===== config.mk =====
export PLATFORM = sky130hd
export DESIGN_NAME = bmdr_div
export DESIGN_NICKNAME = d
export VERILOG_FILES = /design/src/rtl/bmdr_pkg.sv /design/src/rtl/bmdr_div.sv
export SDC_FILE = /design/constraint.sdc
export NUM_CORES = 1
export LEC_CHECK = 0
export BUFFER_PORTS_ARGS = -buffer_cell sky130_fd_sc_hd__buf_2
export CORE_ASPECT_RATIO = 0.75
export CORE_MARGIN = 2
export CORE_UTILIZATION = 50
export DETAILED_ROUTE_END_ITERATION = 12
export GPL_ROUTABILITY_DRIVEN = 0
export GPL_TIMING_DRIVEN = 0
export PLACE_DENSITY = 0.84
export SLEW_MARGIN = 20
export SYNTH_ARGS = -nofsm -noshare
export SYNTH_HDL_FRONTEND = slang
export SYNTH_SLANG_ARGS = --single-unit

===== constraint.sdc =====
create_clock -name clk -period 3.05 [get_ports clk]
set_input_delay 0.305 -clock clk [delete_from_list [all_inputs] [get_ports clk]]
set_output_delay 0.305 -clock clk [all_outputs]
set_load 0.02 [all_outputs]

===== src/rtl/bmdr_pkg.sv =====
// Shared types and constants for the bicycle-model dead-reckoning block.
// Item structs, unit request structs and the CORDIC arctangent table.
// No dependencies.
`default_nettype none

package bmdr_pkg;

    typedef struct packed {
        logic signed [15:0] speed_mm_s;
        logic signed [15:0] steer_angle;
    } in_item_t;

    typedef struct packed {
        logic signed [47:0] pos_x;
        logic signed [47:0] pos_y;
        logic        [31:0] heading;
        logic signed [31:0] quat_w;
        logic signed [31:0] quat_z;
    } out_item_t;

    typedef struct packed {
        logic        start;
        logic [63:0] num;
        logic [31:0] den;
    } div_req_t;

    typedef struct packed {
        logic        start;
        logic [31:0] ang;
    } cor_req_t;

    localparam int          REG_IDX_W     = 1;
    localparam int          CFG_DATA_W    = 20;
    localparam logic [0:0]  REG_STEP_TIME = 1'b0;
    localparam logic [0:0]  REG_WHEELBASE = 1'b1;

    localparam logic [19:0] DT_RESET = 20'd33333;
    localparam logic [15:0] WB_RESET = 16'd2789;

    localparam logic signed [33:0] CORDIC_GAIN_INV = 34'sd652032874;
    localparam logic signed [33:0] Q30_ONE         = 34'sd1073741824;
    localparam logic [36:0]        STEER_TO_TURN   = 37'd2734261102;
    localparam logic [30:0]        HEAD_SCALE      = 31'd358385071;
    // 1e9 = 2^9 * 5^9; distance rounding bias after the 2^9 is taken out
    localparam logic [20:0]        DIV_5_9         = 21'd1953125;
    localparam logic [30:0]        RCP_5_9         = 31'd1152921504;   // floor(2^51 / 5^9)
    localparam logic [50:0]        D24_BIAS        = 51'd976562;
    localparam logic signed [49:0] POS_MAX         = 50'sd140737488355327;
    localparam logic signed [49:0] POS_MIN         = -50'sd140737488355328;

    // arctan(2^-i) in units of 2^-32 turn
    function automatic logic [29:0] atan_turn(input logic [4:0] idx);
        logic [29:0] r;
        case (idx)
            5'd0:    r = 30'd536870912;
            5'd1:    r = 30'd316933406;
            5'd2:    r = 30'd167458907;
            5'd3:    r = 30'd85004756;
            5'd4:    r = 30'd42667331;
            5'd5:    r = 30'd21354465;
            5'd6:    r = 30'd10679838;
            5'd7:    r = 30'd5340245;
            5'd8:    r = 30'd2670163;
            5'd9:    r = 30'd1335087;
            5'd10:   r = 30'd667544;
            5'd11:   r = 30'd333772;
            5'd12:   r = 30'd166886;
            5'd13:   r = 30'd83443;
            5'd14:   r = 30'd41722;
            5'd15:   r = 30'd20861;
            5'd16:   r = 30'd10430;
            5'd17:   r = 30'd5215;
            5'd18:   r = 30'd2608;
            5'd19:   r = 30'd1304;
            5'd20:   r = 30'd652;
            5'd21:   r = 30'd326;
            5'd22:   r = 30'd163;
            5'd23:   r = 30'd81;
            5'd24:   r = 30'd41;
            5'd25:   r = 30'd20;
            5'd26:   r = 30'd10;
            5'd27:   r = 30'd5;
            5'd28:   r = 30'd3;
            5'd29:   r = 30'd1;
            5'd30:   r = 30'd1;
            default: r = 30'd0;
        endcase
        return r;
    endfunction

endpackage

`default_nettype wire


===== src/rtl/bmdr_div.sv =====
// Radix-2 restoring divider, 64-bit numerator by 32-bit divisor.
// Depends on bmdr_pkg (request struct).
`default_nettype none

module bmdr_div (
    input  wire logic               clk,
    input  wire logic               rst_n,
    input  wire bmdr_pkg::div_req_t req,
    output logic                    busy,
    output logic [63:0]             quot
);
    import bmdr_pkg::*;

    logic        busy_reg, busy_next;
    logic [5:0]  cnt_reg, cnt_next;
    logic [63:0] n_reg, n_next;
    logic [31:0] d_reg, d_next;
    logic [31:0] rem_reg, rem_next;
    logic [32:0] trial, diff;

    always_comb
    begin
        busy_next = busy_reg;
        cnt_next  = cnt_reg;
        n_next    = n_reg;
        d_next    = d_reg;
        rem_next  = rem_reg;
        trial = {rem_reg, n_reg[63]};
        diff  = trial - {1'b0, d_reg};
        if (!busy_reg)
        begin
            if (req.start)
            begin
                busy_next = 1'b1;
                cnt_next  = '0;
                n_next    = req.num;
                d_next    = req.den;
                rem_next  = '0;
            end
        end
        else
        begin
            // quotient bits shift in where numerator bits leave
            if (!diff[32])
            begin
                rem_next = diff[31:0];
                n_next   = {n_reg[62:0], 1'b1};
            end
            else
            begin
                rem_next = trial[31:0];
                n_next   = {n_reg[62:0], 1'b0};
            end
            cnt_next = cnt_reg + 6'd1;
            if (cnt_reg == 6'd63)
            begin
                busy_next = 1'b0;
            end
        end
    end

    always_ff @(posedge clk or negedge rst_n)
    begin
        if (!rst_n)
        begin
            busy_reg <= 1'b0;
            cnt_reg  <= '0;
        end
        else
        begin
            busy_reg <= busy_next;
            cnt_reg  <= cnt_next;
        end
    end

    always_ff @(posedge clk)
    begin
        n_reg   <= n_next;
        d_reg   <= d_next;
        rem_reg <= rem_next;
    end

    assign busy = busy_reg;
    assign quot = n_reg;

endmodule

`default_nettype wire


==> flow_summary.toml <==
[pwr]
vdd_drop_max_v = 0.0005631
cellPowerDensity_mw_per_mm2 = 1170
leak_pwr_nw = 4.004

[grt]
grtUsageTotal_pct = 24.32
initial_antenna_violation_count = 1
grt_pass1_wl_um = 31100
vias_in_the_first_global_route = 6131
grt_start_max_net_pins = 65
grt-ovfl-total = 0

[worst_setup_path]
critPathRequiredTime_ns = 3.22
timing.critical_path.to_type = "register"
worstSetupStartpoint = "rem_reg[26]$_SDFFCE_PN0P_"
timing.critical_path.from_type = "register"
ff2ff_path_depth = 12
critical_path_class = "reg2reg"
cp.arrival_ns = 3.26
origin_of_the_critical_flop_to_flop_path = "rem_reg[26]$_SDFFCE_PN0P_"
timing.rr.end = "rem_reg[23]$_SDFFCE_PN0P_"
critPathMaxFanout = 9
flop2flop_setup_slack_ns = -0.04

[logic_synthesis]
library_cells_used_by_synthesis = 63
post_synth_inst_count = 660
ys_top_cells_by_area = "edfxtp_1 (51%), mux2_2 (9.4%), ha_1 (5.5%)"
postSynthAreaPerCell_um2 = 11.45
synthesis.area_mm2 = 0.007558
dominant_cell_by_count_in_the_synthesized_netlist = "edfxtp_1"
number_of_warning_messages_in_the_yosys_log = 0
share_of_async_settable_or_async_resettable_flops_after_synthesis_pct = 5.185
yosysTopAreaCellShare_pct = 50.85
number_of_enable_flip_flop_cells_after_synthesis = 128
postSynthNetCount = 793
synth.ff_latch_count = 135
post-synth-top-area-cell = "edfxtp_1"
ys.flop_type = "edfxtp_1"
post_synth_most_frequent_cells = "edfxtp_1 (128), mux2_2 (63), a21oi_1 (59)"
seq_area_frac_synth_pct = 53.17

[floorplan]
floorplan.initialDensity_pct = 51.78
total_die_area_mm2 = 0.01613
floorplan.die.height_um = 110.5
top_level_ports = 164
row_cnt = 38
die_w_um = 146.0
coreArea_mm2 = 0.01460

[timing]
grt_setup_unrepaired = "yes"
post_route_worst_setup_slack_ns = -0.04446
post-route-period-util_pct = 101.5
clock_skew_ns = 0.009893
max_slew.worst_pin.slew_ns = 0.7593
finalHoldViolations = 0
finalWorstPathRequiredPeriod_ns = 3.094
relative_max_transition_margin_pct = 49.31
hold_slack_ns = 0.05413
max_freq_ghz = 0.3232
slew_violations = 0
finalSetupViolCount = 7

[placement]
place_area_mm2 = 0.008686
io_buffer_count = 163
detailed_place_hpwl_um = 13770
dp_slack_ns = -0.4705
dp_cells = 1024

[finish]
syn_to_final_growth_pct = 27.10
net_count_reported_at_finish = 991
instances_no_fill = 1072
post-route-util_pct = 65.82
finish.instance_area_mm2 = 0.009607
proportion_of_layout_cells_with_a_drive_suffix_above_1_pct = 38.00
max_ffs_per_register = 64

[route]
drcViolationCount = 0
viasPerCell = 5.857
routed_wirelength_um = 20030
num_vias = 6279
pre_repair_dr_iteration_count = 6
detail_route.iter0.violations = 580
detail-route-antenna-nets = 0
routed_wire_length_per_instance_um = 18.68

[hold_path]
min_delay_worst_endpoint = "d_reg[27]$_DFFE_PP_"
holdPathStages = 1
timing.hold.worst.class = "in2reg"
min_from = "req[27]"

[clock_tree]
cts_made_buffers = 17
cts_tree = "yes"
cts_buffer_depth = 2
cts_root_buf = "clkbuf_16"
clkSlewWorstSetupHoldPaths_ns = 0.07
worstSkewPairLatency_ns = 0.43
clock_sinks = 135
cts_htree_levels = 4

[run_status]
status = "finished with violations"
violations = "setup timing"

[job]
number_of_maximum_capacitance_constraint_violations = 0
==> power breakdown <==
| group | internal, mW | leakage, nW | total [mW] | switching (mW) |
|---|---|---|---|---|
| Combinational | 2.36 | 2.35 | 5.73 | 3.36 |
| Clock | 1.07 | 0.265 | 1.97 | 0.902 |
| Sequential | 3.10 | 1.39 | 3.54 | 0.439 |
==> final cells by class <==
type                            instances  area (um2)
Multi-Input combinational cell        448        3443
Sequential cell                       135        4019
Buffer                                 27       161.4
Antenna cell                            1       2.502
Clock buffer                           17       425.4
Tap cell                              200       250.2
Timing Repair Buffer                  181       989.7
Fill cell                            1142        4990
Inverter                               48       185.2
Clock inverter                         15       130.1
==> placed cells by master (no fill, tap or decap), types with 14 or more instances in the layout <==
cell type	n
o21ai_1	15
nand3_1	31
nor2_1	25
a21oi_1	55
o21ai_0	31
edfxtp_1	128
nand2_1	39
clkbuf_1	14
clkbuf_16	17
buf_4	16
mux2_2	63
ha_1	25
inv_1	44
buf_2	165
==> what timing repair did <==
action,CTS,global route
setup endpoints to repair,33,32
endpoints found under the hold margin,7,0
hold buffers,1,0
pin swaps,12,24
gates resized for setup,24,43
cloned,0,0
setup buffers,10,6
==> worst max-delay path, stage by stage (launching register included) <==
cell      delay (ns)
edfxtp_1        0.42
ha_1            0.29
buf_2           0.21
nand2_1         0.14
nor2_4          0.14
nand4_1         0.21
nor2_4          0.22
or4b_4          0.53
a21oi_4         0.23
buf_6           0.15
buf_4           0.11
or3_4           0.11
o22ai_2         0.08
==> routing by layer <==
metal | part of all wire (%) | track usage (%) | vias to the layer above | wire length (um)
li1 | - | - | 2896 | -
met1 | 43 | 32.79 | 3026 | 8651
met2 | 47 | 38.18 | 296 | 9359
met3 | 7.2 | 4.587 | 61 | 1441
met4 | 2.9 | 11.46 | 0 | 573
met5 | 0 | 0 | - | 0
==> cell families after synthesis <==
group | synth area share [%]
compound gates | 13.92
simple gates | 10.81
flops | 53.17
buf+inv | 4.271
mux | 9.783
fa+ha+maj | 5.728
xor+xnor | 2.318
==> stage by stage <==
step	power, mW	TNS [ns]
after floorplan	7.120	0
after global placement	8.392	-68.38
after detailed placement	8.577	-8.788
after CTS	10.83	0
after global routing	11.82	-1.948
final	11.24	-0.1798
==> worst max path at each step <==
stage | to | cells after the start
2_1_floorplan | rem_reg[23]$_SDFFCE_PN0P_ | 13
5_1_grt | rem_reg[0]$_SDFFCE_PN0P_ | 13
3_3_place_gp | quot[25]$_DFFE_PP_ | 3
3_5_place_dp | rem_reg[21]$_SDFFCE_PN0P_ | 11
4_1_cts | rem_reg[8]$_SDFFCE_PN0P_ | 10
6_report | rem_reg[23]$_SDFFCE_PN0P_ | 12
Power figures use the tool's default switching activity.
